==> config.mk <==
export PLATFORM = sky130hd
export DESIGN_NAME = top_k_score_tracker
export DESIGN_NICKNAME = d
export VERILOG_FILES = /design/src/sv/tkst_pkg.sv /design/src/sv/tkst_cell.sv /design/src/sv/top_k_score_tracker.sv
export SDC_FILE = /design/constraint.sdc
export NUM_CORES = 2
export LEC_CHECK = 0
export BUFFER_PORTS_ARGS = -buffer_cell sky130_fd_sc_hd__buf_2
export CAP_MARGIN = 20
export CELL_PAD_IN_SITES_DETAIL_PLACEMENT = 1
export CELL_PAD_IN_SITES_GLOBAL_PLACEMENT = 1
export CORE_MARGIN = 4
export CORE_UTILIZATION = 50
export DETAILED_ROUTE_END_ITERATION = 16
export PLACE_DENSITY = 0.87
export SLEW_MARGIN = 20
export SYNTH_ARGS = -nofsm -noshare
export SYNTH_HDL_FRONTEND = slang
export SYNTH_SLANG_ARGS = --single-unit
==> constraint.sdc <==
create_clock -name clk -period 10.5 [get_ports clk]
set_input_delay 0.525 -clock clk [delete_from_list [all_inputs] [get_ports clk]]
set_output_delay 0.525 -clock clk [all_outputs]
set_load 0.02 [all_outputs]
==> src/sv/tkst_pkg.sv <==
// ----------------------------------------------------------------------------
// tkst_pkg: shared types and constants for the top-k score tracker
// Item layouts, command codes and the control bundle for the cell chain.
// ----------------------------------------------------------------------------
`default_nettype none

package tkst_pkg;

	localparam int K_MAX      = 16;
	localparam int SCORE_BITS = 32;
	localparam int ID_BITS    = 16;
	localparam int CNT_BITS   = 5;
	localparam logic [CNT_BITS-1:0] K_RESET = CNT_BITS'(10);

	typedef enum logic [1:0] {
		CMD_OFFER = 2'd0,
		CMD_CLEAR = 2'd1,
		CMD_READ  = 2'd2,
		CMD_NONE  = 2'd3
	} cmd_t;

	typedef struct packed {
		cmd_t                  command;
		logic [SCORE_BITS-1:0] score;
		logic [ID_BITS-1:0]    doc_id;
	} req_item_t;

	typedef struct packed {
		logic [ID_BITS-1:0]    entry_id;
		logic [SCORE_BITS-1:0] entry_score;
		logic [SCORE_BITS-1:0] threshold;
		logic [CNT_BITS-1:0]   held_count;
		logic                  accepted;
		logic                  valid_res;
		logic                  last;
	} rsp_item_t;

	// broadcast to every cell
	typedef struct packed {
		logic                  ins;
		logic                  rot;
		logic [SCORE_BITS-1:0] score;
		logic [ID_BITS-1:0]    id;
	} cell_ctl_t;

	// per-operation result pending for the output register
	typedef struct packed {
		logic valid;
		logic accepted;
	} op_info_t;

endpackage

`default_nettype wire

==> src/sv/tkst_cell.sv <==
// ----------------------------------------------------------------------------
// tkst_cell: one slot of the sorted score chain
// Holds one entry; on insert keeps, takes the new item or shifts from its
// upper neighbor; on readout rotates toward the head.
// ----------------------------------------------------------------------------
`default_nettype none

module tkst_cell (
	input  wire                              clk,
	input  wire tkst_pkg::cell_ctl_t         ctl,
	input  wire                              occ,
	input  wire                              tail,
	input  wire                              prev_ge,
	input  wire [tkst_pkg::SCORE_BITS-1:0]   prev_score,
	input  wire [tkst_pkg::ID_BITS-1:0]      prev_id,
	input  wire [tkst_pkg::SCORE_BITS-1:0]   next_score,
	input  wire [tkst_pkg::ID_BITS-1:0]      next_id,
	input  wire [tkst_pkg::SCORE_BITS-1:0]   head_score,
	input  wire [tkst_pkg::ID_BITS-1:0]      head_id,
	output logic                             ge,
	output logic [tkst_pkg::SCORE_BITS-1:0]  score,
	output logic [tkst_pkg::ID_BITS-1:0]     id
);

	logic [tkst_pkg::SCORE_BITS-1:0] score_q;
	logic [tkst_pkg::ID_BITS-1:0]    id_q;

	assign ge    = occ && (score_q >= ctl.score);
	assign score = score_q;
	assign id    = id_q;

	always_ff @(posedge clk) begin
		if (ctl.ins && !ge) begin
			if (prev_ge) begin
				score_q <= ctl.score;
				id_q    <= ctl.id;
			end else begin
				score_q <= prev_score;
				id_q    <= prev_id;
			end
		end else if (ctl.rot) begin
			if (tail) begin
				score_q <= head_score;
				id_q    <= head_id;
			end else begin
				score_q <= next_score;
				id_q    <= next_id;
			end
		end
	end

endmodule

`default_nettype wire

==> src/sv/top_k_score_tracker.sv <==
// ----------------------------------------------------------------------------
// top_k_score_tracker: keeps the k best-scoring documents of a search
// Sorted chain of cells with offer, clear and readout commands.
// ----------------------------------------------------------------------------
// Usage:
//   Present an item on request with start high; it is taken when busy is
//   low. Offer, clear and the unused command each give one result, registered
//   in op_s1 and then in the done/result register (done high for one cycle);
//   one such item can be taken every cycle while busy is low. An offer is
//   sorted into the chain in the cycle it is taken: every cell compares
//   against the new score and keeps, takes it, or shifts from its neighbor.
//   Readout of n held entries (n > 0) raises busy while the chain rotates
//   through the held cells; the n results follow back to back, highest
//   score first, last set on the final one.
//   An empty readout gives one result like an offer.
//   cfg_we/cfg_wdata write k_wanted (reset 10); write only while idle.
//   Reset empties the list and clears all handshake state. The receiver
//   cannot stall: done marks a result valid for exactly that cycle.
// ----------------------------------------------------------------------------
`default_nettype none

module top_k_score_tracker (
	input  wire                              clk,
	input  wire                              arst_n,
	input  wire                              start,
	output logic                             busy,
	input  wire tkst_pkg::req_item_t         request,
	output logic                             done,
	output tkst_pkg::rsp_item_t              result,
	input  wire                              cfg_we,
	input  wire [tkst_pkg::CNT_BITS-1:0]     cfg_wdata
);

	localparam int K_MAX      = tkst_pkg::K_MAX;
	localparam int SCORE_BITS = tkst_pkg::SCORE_BITS;
	localparam int ID_BITS    = tkst_pkg::ID_BITS;
	localparam int CNT_BITS   = tkst_pkg::CNT_BITS;

	logic [CNT_BITS-1:0]   k_q;
	logic [CNT_BITS-1:0]   count_q;
	logic                  rd_active_q;
	logic [CNT_BITS-1:0]   rd_left_q;
	logic [SCORE_BITS-1:0] thr_hold_q;
	tkst_pkg::op_info_t    op_s1;
	logic                  done_q;
	tkst_pkg::rsp_item_t   result_q;

	logic [CNT_BITS-1:0]   k_eff;
	logic                  full;
	logic [SCORE_BITS-1:0] thr_sel;
	logic [SCORE_BITS-1:0] thr_now;
	logic                  offer_acc;
	logic                  accept;
	tkst_pkg::cell_ctl_t   ctl;

	logic                  occ   [K_MAX];
	logic                  tail  [K_MAX];
	logic                  ge    [K_MAX];
	logic [SCORE_BITS-1:0] c_score [K_MAX];
	logic [ID_BITS-1:0]    c_id    [K_MAX];

	assign busy   = rd_active_q;
	assign accept = start && !busy;
	assign done   = done_q;
	assign result = result_q;

	always_comb begin
		if (k_q == '0) begin
			k_eff = CNT_BITS'(1);
		end else if (k_q > CNT_BITS'(K_MAX)) begin
			k_eff = CNT_BITS'(K_MAX);
		end else begin
			k_eff = k_q;
		end
	end

	assign full = count_q >= k_eff;

	always_comb begin
		thr_sel = '0;
		for (int i = 0; i < K_MAX; i++) begin
			thr_sel = thr_sel | (tail[i] ? c_score[i] : '0);
		end
	end

	assign thr_now   = full ? thr_sel : '0;
	assign offer_acc = (request.score != '0) && (!full || (request.score > thr_now));

	always_comb begin
		ctl.ins   = accept && (request.command == tkst_pkg::CMD_OFFER) && offer_acc;
		ctl.rot   = rd_active_q;
		ctl.score = request.score;
		ctl.id    = request.doc_id;
	end

	for (genvar i = 0; i < K_MAX; i++) begin : g_cell
		assign occ[i]  = count_q > CNT_BITS'(i);
		assign tail[i] = count_q == CNT_BITS'(i + 1);

		if (i == 0) begin : g_head
			if (K_MAX > 1) begin : g_nxt
				tkst_cell u_cell (
					.clk        (clk),
					.ctl        (ctl),
					.occ        (occ[i]),
					.tail       (tail[i]),
					.prev_ge    (1'b1),
					.prev_score ('0),
					.prev_id    ('0),
					.next_score (c_score[i+1]),
					.next_id    (c_id[i+1]),
					.head_score (c_score[0]),
					.head_id    (c_id[0]),
					.ge         (ge[i]),
					.score      (c_score[i]),
					.id         (c_id[i])
				);
			end else begin : g_one
				tkst_cell u_cell (
					.clk        (clk),
					.ctl        (ctl),
					.occ        (occ[i]),
					.tail       (tail[i]),
					.prev_ge    (1'b1),
					.prev_score ('0),
					.prev_id    ('0),
					.next_score ('0),
					.next_id    ('0),
					.head_score (c_score[0]),
					.head_id    (c_id[0]),
					.ge         (ge[i]),
					.score      (c_score[i]),
					.id         (c_id[i])
				);
			end
		end else if (i == K_MAX - 1) begin : g_end
			tkst_cell u_cell (
				.clk        (clk),
				.ctl        (ctl),
				.occ        (occ[i]),
				.tail       (tail[i]),
				.prev_ge    (ge[i-1]),
				.prev_score (c_score[i-1]),
				.prev_id    (c_id[i-1]),
				.next_score ('0),
				.next_id    ('0),
				.head_score (c_score[0]),
				.head_id    (c_id[0]),
				.ge         (ge[i]),
				.score      (c_score[i]),
				.id         (c_id[i])
			);
		end else begin : g_mid
			tkst_cell u_cell (
				.clk        (clk),
				.ctl        (ctl),
				.occ        (occ[i]),
				.tail       (tail[i]),
				.prev_ge    (ge[i-1]),
				.prev_score (c_score[i-1]),
				.prev_id    (c_id[i-1]),
				.next_score (c_score[i+1]),
				.next_id    (c_id[i+1]),
				.head_score (c_score[0]),
				.head_id    (c_id[0]),
				.ge         (ge[i]),
				.score      (c_score[i]),
				.id         (c_id[i])
			);
		end
	end

	always_ff @(posedge clk or negedge arst_n) begin
		if (!arst_n) begin
			k_q <= tkst_pkg::K_RESET;
		end else if (cfg_we) begin
			k_q <= cfg_wdata;
		end
	end

	// list count, readout sequencing, pending op
	always_ff @(posedge clk or negedge arst_n) begin
		if (!arst_n) begin
			count_q     <= '0;
			rd_active_q <= 1'b0;
			rd_left_q   <= '0;
			op_s1       <= '0;
		end else begin
			op_s1.valid    <= accept &&
				((request.command != tkst_pkg::CMD_READ) || (count_q == '0));
			op_s1.accepted <= accept &&
				(request.command == tkst_pkg::CMD_OFFER) && offer_acc;
			if (rd_active_q) begin
				rd_left_q <= rd_left_q - CNT_BITS'(1);
				if (rd_left_q == CNT_BITS'(1)) begin
					rd_active_q <= 1'b0;
				end
			end
			if (accept) begin
				case (request.command)
					tkst_pkg::CMD_OFFER: begin
						if (offer_acc && !full) begin
							count_q <= count_q + CNT_BITS'(1);
						end
					end
					tkst_pkg::CMD_CLEAR: begin
						count_q <= '0;
					end
					tkst_pkg::CMD_READ: begin
						if (count_q != '0) begin
							rd_active_q <= 1'b1;
							rd_left_q   <= count_q;
						end
					end
					default: begin
					end
				endcase
			end
		end
	end

	always_ff @(posedge clk) begin
		if (accept && (request.command == tkst_pkg::CMD_READ)) begin
			thr_hold_q <= thr_now;
		end
	end

	always_ff @(posedge clk or negedge arst_n) begin
		if (!arst_n) begin
			done_q <= 1'b0;
		end else begin
			done_q <= op_s1.valid || rd_active_q;
		end
	end

	always_ff @(posedge clk) begin
		if (rd_active_q) begin
			result_q.entry_id    <= c_id[0];
			result_q.entry_score <= c_score[0];
			result_q.threshold   <= thr_hold_q;
			result_q.held_count  <= count_q;
			result_q.accepted    <= 1'b0;
			result_q.valid_res   <= 1'b1;
			result_q.last        <= rd_left_q == CNT_BITS'(1);
		end else begin
			result_q.entry_id    <= '0;
			result_q.entry_score <= '0;
			result_q.threshold   <= thr_now;
			result_q.held_count  <= count_q;
			result_q.accepted    <= op_s1.accepted;
			result_q.valid_res   <= 1'b0;
			result_q.last        <= 1'b1;
		end
	end

	a_read_excl: assert property (@(posedge clk) disable iff (!arst_n)
		rd_active_q |-> !op_s1.valid)
		else $error("pending op during readout");

	a_burst_cont: assert property (@(posedge clk) disable iff (!arst_n)
		(done_q && !result_q.last) |=> done_q)
		else $error("readout burst broken");

	a_count_max: assert property (@(posedge clk) disable iff (!arst_n)
		count_q <= CNT_BITS'(K_MAX))
		else $error("held count above capacity");

	a_read_left: assert property (@(posedge clk) disable iff (!arst_n)
		rd_active_q |-> (rd_left_q != '0) && (rd_left_q <= count_q))
		else $error("readout counter out of range");

	a_ins_count: assert property (@(posedge clk) disable iff (!arst_n)
		ctl.ins |=> (count_q == $past(count_q)) ||
			(count_q == $past(count_q) + CNT_BITS'(1)))
		else $error("insert changed count wrongly");

endmodule

`default_nettype wire

# After elaboration in Yosys (flattened, before gate mapping)
# Cells that the tools add are included.
totals:
  regBits: 907
  elab_cells: 362
  inputBits: 59
classes:
  add_sub_neg: 2
  order_cmp: 35
  n_eq_ne: 22
  bitwise: 15
  muxes: 157
  n_reduce_logical: 84
op_table:
  columns: ["cell", "count"]
  rows:
  - ["$mux W32", 80]
  - ["$mux W16", 63]
  - ["$ge A32 B32 Y1", 16]
  - ["$or A32 B32 Y32", 15]
  - ["$eq A5 B4 Y1 const B", 8]
  - ["$gt A5 B4 Y1 const B", 8]
  - ["$mux W40", 1]
  - ["$logic_and A1 B1 Y1", 39]
  - ["$mux W5", 7]
  - ["$reduce_bool A2 Y1", 17]
  - ["$gt A32 B32 Y1", 1]
  - ["$reduce_bool A32 Y1", 1]
  - ["$eq A5 B3 Y1 const B", 4]
  - ["$gt A5 B3 Y1 const B", 4]
  - ["$logic_not A1 Y1", 18]
  - ["$eq A5 B1 Y1 const B", 2]
  - ["$eq A5 B2 Y1 const B", 2]
  - ["$gt A5 B1 Y1 const B", 2]
  - ["$gt A5 B2 Y1 const B", 2]
  - ["$logic_not A5 Y1", 2]
  - ["$pmux W5 S2", 1]
  - ["$add A5 B1 Y5 const B", 1]
  - ["$eq A5 B5 Y1 const B", 1]
  - ["$ge A5 B5 Y1", 1]
  - ["12 further kinds", 19]

# Logic depth before layout (Yosys ltp)
logic_depth:
  ltp_word: 25
  depth_mapped: 24
  depth_no_buf: 19

# Modules after synthesis
# A second synthesis with hierarchy kept.
unflattened:
  hier_cells: 6159
  hier_area_um2: 69935.8
modules_own_cells:
  columns: ["mod", "cells_each", "n_inst", "area_each_um2"]
  rows:
  - ["tkst_cell", 326, 16, 3801.1]
  - ["top_k_score_tracker", 943, 1, 9117.5]

# Worst setup path before layout
# Ideal clock, no wire load.
synth_timing:
  kind: "register -> register"
  start: "reg count_q[1]"
  end: "reg g_cell[4].g_mid.u_cell.id_q (netlist bit g_cell[4].g_mid.u_cell.id[0]) (enable)"
  arrival_time_ns: 6.762
  path_slack_ns: 3.218
  path_buffers: 2
  path_stages_with_launch: 18
  path_cell_list: "dfrtp_1 > buf_2 > inv_1 > ha_1 > nand2b_1 > nor2_1 > clkbuf_1 > a22oi_1 > nand3_1 > a221oi_1 > a31oi_1 > inv_1 > ha_1 > nand4_1 > nor4_1 > o31a_1 > o31ai_4 > o21ai_0"
synth_via:
  elab_chain_len: 24
  word_cells_on_any_way: 59
  classes_between: "order compare: 3; eq/ne: 16; mux: 17; bitwise: 15; reduce/logical: 8"
synth_lines:
  columns: ["element", "line", "rtl"]
  rows:
  - ["from (decl)", "top_k_score_tracker.sv:40", "logic [CNT_BITS-1:0] count_q;"]
  - ["from (signal assigned)", "top_k_score_tracker.sv:203", "count_q <= count_q + CNT_BITS'(1);"]
  - ["$eq A5 B1 Y1 / $eq A5 B2 Y1 (equally long branches)", "top_k_score_tracker.sv:98", "assign tail[i] = count_q == CNT_BITS'(i + 1);"]
  - ["$mux W32", "top_k_score_tracker.sv:82", "thr_sel = thr_sel | (tail[i] ? c_score[i] : '0);"]
  - ["$or A32 B32 Y32 (15 in series)", "top_k_score_tracker.sv:82", null]
  - ["$mux W32 (*)", "top_k_score_tracker.sv:86", "assign thr_now = full ? thr_sel : '0;"]
  - ["net thr_now[31]", "top_k_score_tracker.sv:51", "logic [SCORE_BITS-1:0] thr_now;"]
  - ["$gt A32 B32 Y1 (*)", "top_k_score_tracker.sv:87", "assign offer_acc = (request.score != '0) && (!full || (request.score > thr_now));"]
  - ["$logic_or A1 B1 Y1 (*)", "top_k_score_tracker.sv:87", null]
  - ["$logic_and A1 B1 Y1 (*)", "top_k_score_tracker.sv:87", null]
  - ["$logic_and A1 B1 Y1 (*)", "top_k_score_tracker.sv:90", "ctl.ins = accept && (request.command == tkst_pkg::CMD_OFFER) && offer_acc;"]
  - ["$logic_and A1 B1 Y1 (*)", "tkst_cell.sv:33", "if (ctl.ins && !ge) begin"]
  - ["$reduce_bool A2 Y1 (no source line) (*)", null, null]
  - ["to (signal assigned)", "tkst_cell.sv:36", "id_q <= ctl.id;"]
  - ["to (signal assigned)", "tkst_cell.sv:39", "id_q <= prev_id;"]
  - ["to (signal assigned)", "tkst_cell.sv:44", "id_q <= head_id;"]
  - ["to (decl)", "tkst_cell.sv:26", "logic [tkst_pkg::ID_BITS-1:0] id_q;"]
# The timed path passes the listed nets; every way through them passes the cells marked *.
# A chain may end at the register's enable or synchronous reset.

# Worst setup path in the final report
layout_timing:
  start: "reg count_q[2]"
  end: "reg g_cell[6].g_mid.u_cell.id_q (netlist bit g_cell[6].g_mid.u_cell.id[14]) (enable)"
layout_via:
  elab_chain_len: 24
  word_cells_on_any_way: 59
  classes_between: "order compare: 3; eq/ne: 16; mux: 17; bitwise: 15; reduce/logical: 8"
layout_lines:
  columns: ["element", "line"]
  rows:
  - ["$eq A5 B1 Y1 / $eq A5 B2 Y1 (equally long branches)", "top_k_score_tracker.sv:98"]
  - ["$mux W32", "top_k_score_tracker.sv:82"]
  - ["$or A32 B32 Y32 (15 in series)", "top_k_score_tracker.sv:82"]
  - ["$mux W32", "top_k_score_tracker.sv:86"]
  - ["$gt A32 B32 Y1", "top_k_score_tracker.sv:87"]
  - ["$logic_or A1 B1 Y1", "top_k_score_tracker.sv:87"]
  - ["$logic_and A1 B1 Y1", "top_k_score_tracker.sv:87"]
  - ["$logic_and A1 B1 Y1", "top_k_score_tracker.sv:90"]
  - ["$logic_and A1 B1 Y1 (*)", "tkst_cell.sv:33"]
  - ["$reduce_bool A2 Y1 (no source line) (*)", null]
  - ["to (signal assigned)", "tkst_cell.sv:36"]
  - ["to (signal assigned)", "tkst_cell.sv:39"]
  - ["to (signal assigned)", "tkst_cell.sv:44"]
  - ["to (decl)", "tkst_cell.sv:26"]
# Every way passes the cells marked *; elsewhere a longest branch is shown, timed or not.

==> impl_metrics.toml <==
[sta]
slew_viol_final = 0
rsz0062_at_grt = "false"
fin_crit_ps = 8652
fmax_mhz = 115.6
tns_ps = 0
finalHoldViolations = 0
setup_viol = 0
fin_skew_ps = 48.92
finalCritPeriodShare_pct = 82.40
slew_headroom_pct = 12.78
worst_pin_slew_ps = 1295

[placed_design]
place.detailed.hpwl_um = 201600
placed_area_um2 = 66860
gp_congestion = 1.008
port_buffers = 148

[yosys]
syn_inst = 6062
synth_seq_area_share_pct = 40.74
synth-xor-area-share_pct = 0.08153
avgSynthCellArea_um2 = 10.63
synth_edf_count = 800
synth_compound_area_share_pct = 13.76
yosys.area_share.simple_pct = 7.774
muxShareOfSynthArea_pct = 22.75
synth_fa_ha_area_share_pct = 10.79
synthesis.area_um2 = 64460
ys_warn_count = 0
ys.flop_type = "edfxtp_1"
synth_async_sr_flop_share_pct = 2.095
syn_nets = 6677
synthDistinctLibCells = 77
ys_seq_elements = 907
synth_top_family_by_area = "multiplexers"

[setup_path]
worstPathArrival_ps = 9040
end_kind = "flip-flop"
path_class = "reg2reg"
start_kind = "flip-flop"
crit_fanout = 28
required_ps = 10890

[grt]
grt_max_degree = 82
antenna_found_initial = 20
grt_pass1_vias = 61906
overflow = 0
track_usage_pct = 45.57
grt_pass1_wl_um = 447900

[cells_and_area]
area_growth_pct = 9.457
layout.nets = 6610
regArea_um2 = 26270
fillers = 13530
drive_gt1_share_pct = 9.448
final_common_cell = "mux2i_1"
final_cell_mix = "1436 x mux2i_1, 800 x edfxtp_1, 556 x nand2_1"
post-route-util_pct = 55.19
finalInstanceArea_um2 = 70550
multi_input_area_um2 = 36070

[power_and_ir_drop]
max-vdd-ir-drop_mv = 0.2658
pwr_density_cell_nw_per_um2 = 365.6
p_leak_nw = 29.23

[clock_network]
clock_latency_ps = 790
cts-root-buf = "clkbuf_16"
cts_buffer_depth = 3
cts_tree = "built"
numCtsBuffers = 106
cts.sinks = 907
postCtsSetupRepairBufs = 0
clk_pin_slew_ps = 70
htreeDepth = 3

[floorplanning]
fp.dieW_um = 367.1
rows = 131
start_util_pct = 50.42
ios = 149
die_h_um = 367.1
core_area_um2 = 127800
die_area_um2 = 134700

[detailed_routing]
wl_per_cell_um = 40.98
vias_per_cell = 7.755
dr.pass1.iters = 7
routed_wl_um = 318400
drc = 0
final_antenna_net_count = 0
drtIter0Drc = 9853
vias = 60255

[min_path]
hold_path_class = "in2reg"

[status]
status = "completed"

[job]
cap_violations = 0
==> metal layers <==
layer / vias up / routed length (um) / share of wire [%] / GRT usage (%)
met3: 1831 / 47540 / 15 / 16.56
li1: 23110 / - / - / -
met4: 12 / 31930 / 10 / 36.02
met2: 5740 / 131100 / 41 / 66.00
met5: - / 75 / 0.024 / 0
met1: 29562 / 107700 / 34 / 54.69
==> flip-flops by register name, summed over array words and instances (netlist names) <==
| register | count |
|---|---|
| g_cell.g_mid.u_cell.score | 448 |
| done | 1 |
| g_cell.g_end.u_cell.score | 32 |
| op_s1 | 2 |
| g_cell.g_head.g_nxt.u_cell.id | 16 |
| count_q | 5 |
| k_q | 5 |
| thr_hold_q | 32 |
| result | 88 |
| g_cell.g_end.u_cell.id | 16 |
| rd_left_q | 5 |
| g_cell.g_mid.u_cell.id | 224 |
| busy | 1 |
| g_cell.g_head.g_nxt.u_cell.score | 32 |
==> worst max-delay path: stages (launching register included) <==
cell and delay [ps]:
dfrtp_1 870, nand2b_1 460, nor2_4 820, buf_4 470, buf_4 470, a222oi_1 220, nand4_1 150, o21ai_0 170
ha_1 430, nand4_1 390, o211ai_1 700, o31a_1 280, o31ai_4 170, inv_2 480, and2_4 690, or2_4 790
buf_4 530
==> synthesized netlist by cell type (88+ instances only) <==
library cell     n  area share [%]
buf_2          126            0.98
nor2_1         253             1.5
o21ai_0        205             1.6
a21o_1         102             1.2
a32oi_1        113             1.5
mux2i_1       1436              22
a22oi_1        117             1.4
a21oi_1        529             4.1
ha_1           556              11
dfxtp_1         88             2.7
edfxtp_1       800              37
nand4_1        105             1.0
nand2_1        565             3.3
clkbuf_1       302             1.8
inv_1          143            0.83
==> per-stage QoR <==
step | hold WS [ps] | cells | total power [mW] | setup WS [ps]
global route | 12.73 | 7749 | 26.37 | 2003
global placement | 423.6 | 7541 | 20.01 | 2651
detailed placement | 447.4 | 7541 | 20.78 | 2511
finish | 17.67 | 7770 | 25.79 | 1848
CTS | 4.630 | 7745 | 24.84 | 2464
floorplan | 229.4 | 6062 | 15.15 | 3218
==> where the power goes <==
group	switching, mW	total [mW]	internal, mW
combinational	8.30	12.3	4.00
sequential	2.73	9.55	6.83
clock	1.75	3.94	2.19
total	12.8	25.8	13.0
==> cell families (layout without fill, tap and decap cells) <==
logic type / count (synthesis) / count (layout)
muxes: 1457 / 1457
AOI/OAI and AO/OA: 1375 / 1375
and+or+nand+nor: 1137 / 1137
DFF: 907 / 907
buffers and inverters: 624 / 648
adders and majority gates: 556 / 556
xor gates and xnor gates: 6 / 6
other: 0 / 22
==> area by class of cell <==
cell class              count  share of cell area (%)
inverters                 145                  0.7750
clock buffers             146                   4.352
flip-flops and latches    907                   37.23
repair buffers            304                   2.834
clock inverters            53                  0.6579
multi-input cells        4531                   51.13
well taps                1662                   2.947
diodes                     22                 0.07803
==> timing repair <==
action	in CTS	in global routing
endpoints found under the setup margin	0	0
endpoints found under the hold margin	21	0
gates resized for setup	0	0
hold buffers	5	0
==> path summary, 6_finish.rpt <==
kind / from / endpoint / slack (ps) / cells past startpoint
setup / recovery: count_q[2]$_DFFE_PN0P_ / g_cell[6].g_mid.u_cell.id[14]$_DFFE_PP_ / 1850 / 16
hold / removal: cfg_wdata[2] / k_q[2]$_DFFE_PN0P_ / 20 / 2
setup reg to reg: count_q[2]$_DFFE_PN0P_ / g_cell[6].g_mid.u_cell.id[14]$_DFFE_PP_ / 1850 / 16
hold reg to reg: op_s1[1]$_DFF_PN0_ / done$_DFF_PN0_ / 460 / 1
max in group asynchronous: arst_n / busy$_DFF_PN0_ / 9820 / 2
min in group asynchronous: arst_n / count_q[4]$_DFFE_PN0P_ / 270 / 2
Power figures use the tool's default switching activity.
